**src/design/rtt_pkg.sv**
```systemverilog
// Shared types, codes and constants of the retransmit tracking table.
package rtt_pkg;

    localparam int RTT_ENTRIES = 16;
    localparam logic [15:0] SEQ_TOP = 16'hffff;

    localparam int S_TDATA_W = 56;
    localparam int S_TUSER_W = 2;
    localparam int M_TDATA_W = 40;
    localparam int M_TUSER_W = 3;

    typedef enum logic [1:0] {
        CMD_ENQUEUE = 2'd0,
        CMD_TICK    = 2'd1,
        CMD_CONFIRM = 2'd2,
        CMD_DIRECT  = 2'd3
    } cmd_code_t;

    typedef enum logic [2:0] {
        KIND_TRANSMIT   = 3'd0,
        KIND_ACCEPTED   = 3'd1,
        KIND_REJECTED   = 3'd2,
        KIND_COMPLETION = 3'd3,
        KIND_MISS       = 3'd4
    } kind_t;

    // which result the datapath builds on a push
    typedef enum logic [2:0] {
        RES_ENQ_TX,
        RES_ACCEPT,
        RES_REJECT,
        RES_TICK,
        RES_CONF_DONE,
        RES_MISS,
        RES_DIRECT
    } res_sel_t;

    // slot RAM read address source
    typedef enum logic [1:0] {
        RD_HEAD,
        RD_NEXT,
        RD_CUR
    } rd_sel_t;

    typedef enum logic [2:0] {
        ST_IDLE,
        ST_DISPATCH,
        ST_ENQ_WR,
        ST_ENQ_ACC,
        ST_WALK_TICK,
        ST_WALK_CONF,
        ST_FLUSH
    } state_t;

    typedef struct packed {
        logic [15:0] seq;
        logic [9:0]  handle;
        logic        notify;
        logic [7:0]  wait_limit;
    } slot_info_t;

    typedef struct packed {
        logic [7:0] sends_left;
        logic [7:0] wait_count;
    } slot_dyn_t;

    typedef struct packed {
        kind_t       kind;
        logic [15:0] seq;
        logic [9:0]  handle;
        logic [7:0]  status;
        logic        timed_out;
        logic        notify;
    } result_t;

    typedef struct packed {
        logic     load_in;
        rd_sel_t  rd_sel;
        logic     walk_start;
        logic     walk_step;
        logic     walk_remove;
        logic     tick_write;
        logic     enq_commit;
        logic     draw_seq;
        logic     push;
        res_sel_t res_sel;
        logic     flush;
    } rtt_cmd_t;

    typedef struct packed {
        cmd_code_t cmd;
        logic      full;
        logic      empty;
        logic      push_ok;
        logic      flush_ok;
        logic      pend_valid;
        logic      walk_last;
        logic      expire;
        logic      timeout;
        logic      match;
    } rtt_stat_t;

endpackage

```
**src/design/retransmit_tracking_table_core.sv**
```systemverilog
// Top level of the retransmit tracking table: controller plus datapath.
//
//  channel | dir | handshake           | payload
//  s_      | in  | s_tvalid / s_tready | s_tuser: cmd; s_tdata: handle, retries, wait, ...
//  m_      | out | m_tvalid / m_tready | m_tuser: kind; m_tdata: seq, handle, ...; m_tlast
//
// Tick and confirm walk the order list through the slot RAMs, with each next pointer read
// feeding the following read address.
// Results pass a one-word holding stage so the final word can carry m_tlast.
// A stalled m_tready holds the walk on an entry that must push a result; words are never dropped.
// aresetn (synchronous) empties the table at once; no clearing pass is needed.
module retransmit_tracking_table_core #(
    parameter int ENTRIES = rtt_pkg::RTT_ENTRIES
) (
    input  logic                          aclk,
    input  logic                          aresetn,
    input  logic                          s_tvalid,
    output logic                          s_tready,
    // [9:0] packet_handle, [17:10] retries, [25:18] wait_ticks, [26] notify_wanted,
    // [42:27] ack_seq, [50:43] ack_result
    input  logic [rtt_pkg::S_TDATA_W-1:0] s_tdata,
    // [1:0] cmd
    input  logic [rtt_pkg::S_TUSER_W-1:0] s_tuser,
    output logic                          m_tvalid,
    input  logic                          m_tready,
    // [15:0] seq, [25:16] handle_out, [33:26] status, [34] timed_out, [35] notify
    output logic [rtt_pkg::M_TDATA_W-1:0] m_tdata,
    // [2:0] kind
    output logic [rtt_pkg::M_TUSER_W-1:0] m_tuser,
    output logic                          m_tlast
);
    import rtt_pkg::*;

    rtt_cmd_t  ctl_cmd;
    rtt_stat_t dp_stat;

    rtt_ctrl u_ctrl (
        .aclk     (aclk),
        .aresetn  (aresetn),
        .s_tvalid (s_tvalid),
        .s_tready (s_tready),
        .stat     (dp_stat),
        .cmd      (ctl_cmd)
    );

    rtt_datapath #(.ENTRIES(ENTRIES)) u_datapath (
        .aclk     (aclk),
        .aresetn  (aresetn),
        .s_tdata  (s_tdata),
        .s_tuser  (s_tuser),
        .m_tvalid (m_tvalid),
        .m_tready (m_tready),
        .m_tdata  (m_tdata),
        .m_tuser  (m_tuser),
        .m_tlast  (m_tlast),
        .cmd      (ctl_cmd),
        .stat     (dp_stat)
    );

endmodule

```
**src/design/rtt_ram.sv**
```systemverilog
// Generic single-write, single-read RAM with registered read data.
module rtt_ram #(
    parameter int WIDTH = 8,
    parameter int DEPTH = 16,
    localparam int AW = (DEPTH > 1) ? $clog2(DEPTH) : 1
) (
    input  logic             aclk,
    input  logic             we,
    input  logic [AW-1:0]    waddr,
    input  logic [WIDTH-1:0] wdata,
    input  logic [AW-1:0]    raddr,
    output logic [WIDTH-1:0] rdata
);

    logic [WIDTH-1:0] mem [DEPTH];

    always_ff @(posedge aclk) begin
        if (we) begin
            mem[waddr] <= wdata;
        end
        rdata <= mem[raddr];
    end

endmodule

```
**src/design/rtt_ctrl.sv**
```systemverilog
// Controller state machine: sequences enqueue, list walks and result flushes.
module rtt_ctrl (
    input  logic              aclk,
    input  logic              aresetn,
    input  logic              s_tvalid,
    output logic              s_tready,
    input  rtt_pkg::rtt_stat_t stat,
    output rtt_pkg::rtt_cmd_t  cmd
);
    import rtt_pkg::*;

    state_t state_reg, state_next;

    always_ff @(posedge aclk) begin
        if (!aresetn) begin
            state_reg <= ST_IDLE;
        end else begin
            state_reg <= state_next;
        end
    end

    // no word is taken while reset is held
    assign s_tready = aresetn && (state_reg == ST_IDLE);

    always_comb begin
        state_next  = state_reg;
        cmd         = '0;
        cmd.rd_sel  = RD_CUR;
        cmd.res_sel = RES_REJECT;
        case (state_reg)
            ST_IDLE: begin
                if (s_tvalid) begin
                    cmd.load_in = 1'b1;
                    state_next  = ST_DISPATCH;
                end
            end
            // result buffer is empty here, so pushes never wait
            ST_DISPATCH: begin
                case (stat.cmd)
                    CMD_ENQUEUE: begin
                        if (stat.full) begin
                            cmd.push    = 1'b1;
                            cmd.res_sel = RES_REJECT;
                            state_next  = ST_FLUSH;
                        end else begin
                            state_next = ST_ENQ_WR;
                        end
                    end
                    CMD_TICK: begin
                        if (stat.empty) begin
                            state_next = ST_IDLE;
                        end else begin
                            cmd.walk_start = 1'b1;
                            cmd.rd_sel     = RD_HEAD;
                            state_next     = ST_WALK_TICK;
                        end
                    end
                    CMD_CONFIRM: begin
                        if (stat.empty) begin
                            cmd.push    = 1'b1;
                            cmd.res_sel = RES_MISS;
                            state_next  = ST_FLUSH;
                        end else begin
                            cmd.walk_start = 1'b1;
                            cmd.rd_sel     = RD_HEAD;
                            state_next     = ST_WALK_CONF;
                        end
                    end
                    CMD_DIRECT: begin
                        cmd.push     = 1'b1;
                        cmd.draw_seq = 1'b1;
                        cmd.res_sel  = RES_DIRECT;
                        state_next   = ST_FLUSH;
                    end
                    default: begin
                        state_next = ST_IDLE;
                    end
                endcase
            end
            ST_ENQ_WR: begin
                if (stat.push_ok) begin
                    cmd.enq_commit = 1'b1;
                    cmd.push       = 1'b1;
                    cmd.res_sel    = RES_ENQ_TX;
                    state_next     = ST_ENQ_ACC;
                end
            end
            ST_ENQ_ACC: begin
                if (stat.push_ok) begin
                    cmd.push    = 1'b1;
                    cmd.res_sel = RES_ACCEPT;
                    state_next  = ST_FLUSH;
                end
            end
            ST_WALK_TICK: begin
                cmd.res_sel = RES_TICK;
                // hold on the current entry while a result cannot be taken
                if (!stat.expire || stat.push_ok) begin
                    cmd.walk_step   = 1'b1;
                    cmd.tick_write  = 1'b1;
                    cmd.walk_remove = stat.timeout;
                    cmd.push        = stat.expire;
                    cmd.rd_sel      = RD_NEXT;
                    if (stat.walk_last) begin
                        state_next = ST_FLUSH;
                    end
                end
            end
            ST_WALK_CONF: begin
                if (stat.match) begin
                    if (stat.push_ok) begin
                        cmd.walk_step   = 1'b1;
                        cmd.walk_remove = 1'b1;
                        cmd.push        = 1'b1;
                        cmd.res_sel     = RES_CONF_DONE;
                        state_next      = ST_FLUSH;
                    end
                end else begin
                    cmd.walk_step = 1'b1;
                    cmd.rd_sel    = RD_NEXT;
                    if (stat.walk_last) begin
                        cmd.push    = 1'b1;
                        cmd.res_sel = RES_MISS;
                        state_next  = ST_FLUSH;
                    end
                end
            end
            ST_FLUSH: begin
                if (!stat.pend_valid) begin
                    state_next = ST_IDLE;
                end else if (stat.flush_ok) begin
                    cmd.flush  = 1'b1;
                    state_next = ST_IDLE;
                end
            end
            default: begin
                state_next = ST_IDLE;
            end
        endcase
    end

endmodule

```
**src/design/rtt_datapath.sv**
```systemverilog
// Datapath: slot RAMs, order list pointers, free slot stack and result registers.
module rtt_datapath #(
    parameter int ENTRIES = rtt_pkg::RTT_ENTRIES
) (
    input  logic                           aclk,
    input  logic                           aresetn,
    input  logic [rtt_pkg::S_TDATA_W-1:0]  s_tdata,
    input  logic [rtt_pkg::S_TUSER_W-1:0]  s_tuser,
    output logic                           m_tvalid,
    input  logic                           m_tready,
    output logic [rtt_pkg::M_TDATA_W-1:0]  m_tdata,
    output logic [rtt_pkg::M_TUSER_W-1:0]  m_tuser,
    output logic                           m_tlast,
    input  rtt_pkg::rtt_cmd_t              cmd,
    output rtt_pkg::rtt_stat_t             stat
);
    import rtt_pkg::*;

    localparam int IDXW = (ENTRIES > 1) ? $clog2(ENTRIES) : 1;
    localparam int CNTW = $clog2(ENTRIES + 1);
    localparam logic [CNTW-1:0] FULL_CNT = CNTW'(ENTRIES);

    // latched input word
    cmd_code_t   in_cmd_reg;
    logic [9:0]  in_handle_reg;
    logic [7:0]  in_retries_reg;
    logic [7:0]  in_wait_reg;
    logic        in_notify_reg;
    logic [15:0] in_ack_seq_reg;
    logic [7:0]  in_ack_result_reg;

    // list and allocation state
    logic [IDXW-1:0] head_reg, tail_reg;
    logic [CNTW-1:0] live_reg;
    logic [15:0]     seq_reg;
    logic [CNTW-1:0] fill_reg, sp_reg;

    // walk state
    logic [IDXW-1:0] cur_reg, prev_reg;
    logic            has_prev_reg;
    logic [CNTW-1:0] remaining_reg;

    // result staging: pending word, then output register
    result_t pend_reg;
    logic    pend_valid_reg;
    result_t out_reg;
    logic    out_valid_reg, out_last_reg;

    slot_info_t      info_rd;
    slot_dyn_t       dyn_rd;
    logic [IDXW-1:0] next_rd, stack_rd;
    logic [IDXW-1:0] rd_addr;

    logic [15:0]     seq_new;
    logic [IDXW-1:0] alloc_slot;
    logic [CNTW-1:0] sp_dec;
    logic [7:0]      wc_inc, sl_dec;
    logic            expire, out_free;
    result_t         res_new;

    logic            info_we, dyn_we, next_we, stack_we;
    slot_info_t      info_wdata;
    slot_dyn_t       dyn_wdata;
    logic [IDXW-1:0] dyn_waddr, next_waddr, next_wdata;

    always_ff @(posedge aclk) begin
        if (cmd.load_in) begin
            in_cmd_reg        <= cmd_code_t'(s_tuser);
            in_handle_reg     <= s_tdata[9:0];
            in_retries_reg    <= s_tdata[17:10];
            in_wait_reg       <= s_tdata[25:18];
            in_notify_reg     <= s_tdata[26];
            in_ack_seq_reg    <= s_tdata[42:27];
            in_ack_result_reg <= s_tdata[50:43];
        end
    end

    assign seq_new    = (seq_reg == SEQ_TOP) ? 16'd1 : seq_reg + 16'd1;
    assign sp_dec     = sp_reg - CNTW'(1);
    assign alloc_slot = (fill_reg < FULL_CNT) ? fill_reg[IDXW-1:0] : stack_rd;
    assign wc_inc     = dyn_rd.wait_count + 8'd1;
    assign sl_dec     = dyn_rd.sends_left - 8'd1;
    assign expire     = (wc_inc > info_rd.wait_limit);
    assign out_free   = !out_valid_reg || m_tready;

    always_comb begin
        case (cmd.rd_sel)
            RD_HEAD: rd_addr = head_reg;
            RD_NEXT: rd_addr = next_rd;
            RD_CUR:  rd_addr = cur_reg;
            default: rd_addr = cur_reg;
        endcase
    end

    // RAM write ports
    always_comb begin
        info_we    = cmd.enq_commit;
        info_wdata = '{seq: seq_new, handle: in_handle_reg, notify: in_notify_reg,
                       wait_limit: in_wait_reg};
        dyn_we     = cmd.enq_commit || cmd.tick_write;
        if (cmd.enq_commit) begin
            dyn_waddr = alloc_slot;
            dyn_wdata = '{sends_left: in_retries_reg, wait_count: 8'd0};
        end else begin
            dyn_waddr = cur_reg;
            if (expire) begin
                dyn_wdata = '{sends_left: sl_dec, wait_count: 8'd0};
            end else begin
                dyn_wdata = '{sends_left: dyn_rd.sends_left, wait_count: wc_inc};
            end
        end
        if (cmd.enq_commit) begin
            next_we    = (live_reg != '0);
            next_waddr = tail_reg;
            next_wdata = alloc_slot;
        end else begin
            next_we    = cmd.walk_remove && has_prev_reg;
            next_waddr = prev_reg;
            next_wdata = next_rd;
        end
        stack_we = cmd.walk_remove;
    end

    rtt_ram #(.WIDTH($bits(slot_info_t)), .DEPTH(ENTRIES)) u_info_ram (
        .aclk  (aclk),
        .we    (info_we),
        .waddr (alloc_slot),
        .wdata (info_wdata),
        .raddr (rd_addr),
        .rdata (info_rd)
    );

    rtt_ram #(.WIDTH($bits(slot_dyn_t)), .DEPTH(ENTRIES)) u_dyn_ram (
        .aclk  (aclk),
        .we    (dyn_we),
        .waddr (dyn_waddr),
        .wdata (dyn_wdata),
        .raddr (rd_addr),
        .rdata (dyn_rd)
    );

    rtt_ram #(.WIDTH(IDXW), .DEPTH(ENTRIES)) u_next_ram (
        .aclk  (aclk),
        .we    (next_we),
        .waddr (next_waddr),
        .wdata (next_wdata),
        .raddr (rd_addr),
        .rdata (next_rd)
    );

    // freed slots; never-used slots come from the fill count instead
    rtt_ram #(.WIDTH(IDXW), .DEPTH(ENTRIES)) u_free_ram (
        .aclk  (aclk),
        .we    (stack_we),
        .waddr (sp_reg[IDXW-1:0]),
        .wdata (cur_reg),
        .raddr (sp_dec[IDXW-1:0]),
        .rdata (stack_rd)
    );

    always_ff @(posedge aclk) begin
        if (!aresetn) begin
            head_reg      <= '0;
            tail_reg      <= '0;
            live_reg      <= '0;
            seq_reg       <= SEQ_TOP;
            fill_reg      <= '0;
            sp_reg        <= '0;
            has_prev_reg  <= 1'b0;
            remaining_reg <= '0;
        end else begin
            if (cmd.enq_commit || cmd.draw_seq) begin
                seq_reg <= seq_new;
            end
            if (cmd.enq_commit) begin
                if (live_reg == '0) begin
                    head_reg <= alloc_slot;
                end
                tail_reg <= alloc_slot;
                live_reg <= live_reg + CNTW'(1);
                if (fill_reg < FULL_CNT) begin
                    fill_reg <= fill_reg + CNTW'(1);
                end else begin
                    sp_reg <= sp_dec;
                end
            end
            if (cmd.walk_start) begin
                has_prev_reg  <= 1'b0;
                remaining_reg <= live_reg;
            end
            if (cmd.walk_step) begin
                remaining_reg <= remaining_reg - CNTW'(1);
                if (!cmd.walk_remove) begin
                    has_prev_reg <= 1'b1;
                end
            end
            if (cmd.walk_remove) begin
                sp_reg   <= sp_reg + CNTW'(1);
                live_reg <= live_reg - CNTW'(1);
                if (live_reg == CNTW'(1)) begin
                    head_reg <= '0;
                    tail_reg <= '0;
                end else begin
                    if (!has_prev_reg) begin
                        head_reg <= next_rd;
                    end
                    if (cur_reg == tail_reg) begin
                        tail_reg <= has_prev_reg ? prev_reg : '0;
                    end
                end
            end
        end
    end

    always_ff @(posedge aclk) begin
        if (cmd.walk_start) begin
            cur_reg <= head_reg;
        end
        if (cmd.walk_step) begin
            cur_reg <= next_rd;
            if (!cmd.walk_remove) begin
                prev_reg <= cur_reg;
            end
        end
    end

    always_comb begin
        res_new = '{kind: KIND_REJECTED, seq: 16'd0, handle: 10'd0, status: 8'd0,
                    timed_out: 1'b0, notify: 1'b0};
        case (cmd.res_sel)
            RES_ENQ_TX, RES_DIRECT: begin
                res_new.kind   = KIND_TRANSMIT;
                res_new.seq    = seq_new;
                res_new.handle = in_handle_reg;
            end
            RES_ACCEPT: begin
                res_new.kind = KIND_ACCEPTED;
                res_new.seq  = seq_reg;
            end
            RES_REJECT: begin
                res_new.kind = KIND_REJECTED;
            end
            RES_TICK: begin
                res_new.seq    = info_rd.seq;
                res_new.handle = info_rd.handle;
                if (sl_dec == 8'd0) begin
                    res_new.kind      = KIND_COMPLETION;
                    res_new.timed_out = 1'b1;
                    res_new.notify    = info_rd.notify;
                end else begin
                    res_new.kind = KIND_TRANSMIT;
                end
            end
            RES_CONF_DONE: begin
                res_new.kind   = KIND_COMPLETION;
                res_new.seq    = info_rd.seq;
                res_new.handle = info_rd.handle;
                res_new.status = in_ack_result_reg;
                res_new.notify = info_rd.notify;
            end
            RES_MISS: begin
                res_new.kind = KIND_MISS;
            end
            default: begin
                res_new.kind = KIND_REJECTED;
            end
        endcase
    end

    // a result waits in pend until the next one shows it is not the last
    always_ff @(posedge aclk) begin
        if (!aresetn) begin
            pend_valid_reg <= 1'b0;
            out_valid_reg  <= 1'b0;
        end else begin
            if (cmd.push) begin
                pend_valid_reg <= 1'b1;
            end else if (cmd.flush) begin
                pend_valid_reg <= 1'b0;
            end
            if ((cmd.push && pend_valid_reg) || cmd.flush) begin
                out_valid_reg <= 1'b1;
            end else if (m_tready) begin
                out_valid_reg <= 1'b0;
            end
        end
    end

    always_ff @(posedge aclk) begin
        if (cmd.push) begin
            pend_reg <= res_new;
        end
        if ((cmd.push && pend_valid_reg) || cmd.flush) begin
            out_reg      <= pend_reg;
            out_last_reg <= cmd.flush;
        end
    end

    assign m_tvalid = out_valid_reg;
    assign m_tuser  = out_reg.kind;
    assign m_tlast  = out_last_reg;
    assign m_tdata  = {4'd0, out_reg.notify, out_reg.timed_out, out_reg.status,
                       out_reg.handle, out_reg.seq};

    always_comb begin
        stat            = '0;
        stat.cmd        = in_cmd_reg;
        stat.full       = (live_reg == FULL_CNT);
        stat.empty      = (live_reg == '0);
        stat.push_ok    = !pend_valid_reg || out_free;
        stat.flush_ok   = out_free;
        stat.pend_valid = pend_valid_reg;
        stat.walk_last  = (remaining_reg == CNTW'(1));
        stat.expire     = expire;
        stat.timeout    = expire && (sl_dec == 8'd0);
        stat.match      = (info_rd.seq == in_ack_seq_reg);
    end

    a_live_bound: assert property (@(posedge aclk) disable iff (!aresetn)
        live_reg <= FULL_CNT)
        else $error("live count above table size");

    a_free_acct: assert property (@(posedge aclk) disable iff (!aresetn)
        live_reg == fill_reg - sp_reg)
        else $error("free slot accounting broken");

    a_empty_ptrs: assert property (@(posedge aclk) disable iff (!aresetn)
        live_reg == '0 |-> head_reg == '0 && tail_reg == '0)
        else $error("list pointers not cleared on empty table");

    a_walk_bound: assert property (@(posedge aclk) disable iff (!aresetn)
        remaining_reg <= live_reg)
        else $error("walk count exceeds live entries");

    a_flush_last: assert property (@(posedge aclk) disable iff (!aresetn)
        cmd.flush |=> out_valid_reg && out_last_reg)
        else $error("flushed word not marked last");

endmodule

```
**config.mk**
```make
export PLATFORM = sky130hd
export DESIGN_NAME = retransmit_tracking_table_core
export DESIGN_NICKNAME = d
export VERILOG_FILES = /design/src/design/rtt_pkg.sv /design/src/design/retransmit_tracking_table_core.sv /design/src/design/rtt_ram.sv /design/src/design/rtt_ctrl.sv /design/src/design/rtt_datapath.sv
export SDC_FILE = /design/constraint.sdc
export NUM_CORES = 2
export LEC_CHECK = 0
export BUFFER_PORTS_ARGS = -buffer_cell sky130_fd_sc_hd__buf_2
export CORE_MARGIN = 3
export CORE_UTILIZATION = 40
export CTS_CLUSTER_DIAMETER = 200
export DETAILED_ROUTE_END_ITERATION = 8
export PLACE_DENSITY_LB_ADDON = 0.08
export SYNTH_ARGS = -nofsm -noshare
export SYNTH_HDL_FRONTEND = slang
export SYNTH_SLANG_ARGS = --single-unit
```
**constraint.sdc**
```tcl
create_clock -name aclk -period 8.9 [get_ports aclk]
set_clock_uncertainty 0.15 [all_clocks]
set_input_delay 2.225 -clock aclk [delete_from_list [all_inputs] [get_ports aclk]]
set_output_delay 2.225 -clock aclk [all_outputs]
set_load 0.01 [all_outputs]
```
==> qor.yml <==
outcome: "complete, no violations"
die_y_um: 346
p_leak_uw: 0.0186
grt_pass1_vias: 24998
cts_root_buf: "clkbuf_16"
cts_max_level: 4
setup_viol: 0
clock-sinks: 1192
path_max_fanout: 38
path_cells: "ha_1 > nand3_1 > nor2_1 > xor2_1 > ha_1 > nand4_1 > a21oi_1 > a221o_1 > o22a_1 > o221ai_1 > nand3_4 > buf_4 > o22ai_1 > or4_1"
hold_path.class: "flop to flop"
std_cell_rows: 124
worst_pin_slew_ns: 1.31
slew_headroom: 0.126
drive_above_1_share: 0.151
synth-edff-count: 1084
ys_types: 73
port_buffers: 98
drt-total-wl_mm: 118
fin_setup_tns_ns: 0
p_per_area_nw_per_um2: 307
cts_buffer_depth: 3
largest_register: "u_datapath.u_info_ram.mem"
critPathCaptureType: "flop"
cts_tree: "done"
netlist_area_sq_um: 46300
avgRoutedWirePerCell_um: 26.1
finalWeightedCongestion: 0.749
synth-seq-cells: 1192
max_cap_viol_count: 0
cts_buffers: 131
post-cts-setup-buffers: 0
rsz0062_at_grt: "no"
io_pins: 108
yosysTopAreaCell: "edfxtp_1"
core-area_sq_um: 115000
path_class: "flop to flop"
dp_hpwl_mm: 65.7
die_w_um: 346
finalMaxSlewViolations: 0
netlist_instances: 2746
overflow: 0
ys_seq_area_frac: 0.749
syn_to_final_growth_pct: 14.7
postCtsHoldBufs: 0
path_clk_slew_ns: 0.05
drt_first_iter_violations: 2082
dr.pass1.iters: 5
die_area_sq_um: 120000
initial_core_util: 0.404
drc: 0
yosys.area.top_type_share: 0.703
grt_max_degree: 113
top_regs: "u_datapath.u_info_ram.mem (560), u_datapath.u_dyn_ram.mem (256)"
finalCritPeriodShare: 0.725
ys.flop_type: "edfxtp_1"
crit_family: "simple AND/OR/NAND/NOR gates"
worst_ir_drop_vdd_v: 0.000206
grt.total_usage: 0.195
critical_path_buf_inv_count: 1
ant_nets: 0
clock_latency_ns: 0.73
crit_required_ns: 9.32
synth_most_common_cell: "edfxtp_1"
cpMostUsedCell: "ha_1"
viasPerCell: 5.49
grt_pass1_wl_mm: 171
max_stage_delay_ns: 0.95
postSynthAreaPerCell_sq_um: 16.9
antenna_found_initial: 0
synth_warnings: 0
fin_crit_ns: 6.45
async_flop_share: 0
finalHoldViolations: 0
timing.critical_path.from_type: "flop"
netlist_top_cells_count: "1084 x edfxtp_1, 448 x mux2i_1, 223 x o22ai_1"
synthTopCellsByArea: "edfxtp_1 70%, mux2i_1 9.7%, dfxtp_1 4.7%"
post_cts_resized: 0
fmax_ghz: 0.155
cp_slowest_cell: "a21oi_1"
fin_hold_ws_ns: 0.266
final_nets: 3008
cp.arrival_ns: 6.87
dr_total_vias: 24897
largest_reg_flops: 560
cells by family (layout without fill, tap and decap cells):
kind of cell / Yosys count / after routing / share of synthesized area
other: 1 / 5 / 0.0000810
AOI/OAI and AO/OA: 389 / 389 / 0.0551
DFF: 1192 / 1192 / 0.749
adders and majority gates: 27 / 27 / 0.00729
xor gates and xnor gates: 59 / 59 / 0.0112
muxes: 473 / 473 / 0.108
buffers and inverters: 176 / 453 / 0.0194
and+or+nand+nor: 429 / 429 / 0.0498
report_power, final:
part,switching (uW),internal [uW],leakage (uW)
sequential,301,7340,0.0107
clock,2160,3180,0.00211
combinational,2290,1040,0.00575
worst register-to-register path: cells and delay by family, from the launching register on:
kind                       cells  cell delay (ns)
adders and majority gates      2             0.53
DFF                            1             0.46
xor gates and xnor gates       1             0.10
and+or+nand+nor                5             2.29
AOI/OAI and AO/OA              5             2.25
buffers and inverters          1             0.52
metrics by stage:
stage	std cells	setup slack, ns	area (sq um)	power (uW)	util
after global placement	4298	2.43	48900	11000	0.426
final	4539	2.45	53100	16300	0.463
after detailed placement	4298	2.40	48900	11100	0.426
after floorplan	2749	2.76	46300	9790	-
after CTS	4538	2.36	53100	16500	0.463
after global routing	4538	2.19	53100	17000	0.463
routing by layer:
| layer | track usage | wire (um) | share of wire |
|---|---|---|---|
| met3 | 0.0313 | 5580 | 0.047 |
| met4 | 0.0559 | 2590 | 0.022 |
| met1 | 0.279 | 54500 | 0.46 |
| met2 | 0.310 | 55800 | 0.47 |
| met5 | 0 | 0 | 0 |
layout make-up:
type | instances | area (sq um)
diodes | 1 | 2.50
clock buffers | 177 | 3620
flip-flops and latches | 1192 | 34700
inverters | 42 | 158
clock inverters | 63 | 654
well taps | 1512 | 1890
repair buffers | 171 | 1090
fillers | 9754 | 61500
multi-input cells | 1381 | 11000
final timing paths:
path,from,endpoint,slack [ns],cells after the start
max,u_datapath.u_dyn_ram.rdata[0]$_DFF_P_,u_datapath.u_dyn_ram.rdata[8]$_DFF_P_,2.45,14
max reg2reg,u_datapath.u_dyn_ram.rdata[0]$_DFF_P_,u_datapath.u_dyn_ram.rdata[8]$_DFF_P_,2.45,14
min reg2reg,u_datapath.pend_reg[32]$_DFFE_PP_,u_datapath.m_tdata[12]$_DFFE_PP_,0.27,0
min,u_datapath.pend_reg[32]$_DFFE_PP_,u_datapath.m_tdata[12]$_DFFE_PP_,0.27,0
layout by cell type (no fill, tap or decap), drive strengths merged, types with 49 or more instances in the layout:
cell / synthesis / layout
o22ai: 224 / 224
dfxtp: 108 / 108
buf: 93 / 171
nand2: 92 / 92
inv: 42 / 49
clkbuf: 41 / 177
nor2: 99 / 99
o21ai: 49 / 49
mux2i: 448 / 448
or4: 56 / 56
edfxtp: 1084 / 1084
No activity file was read; power rests on OpenSTA's default activity.
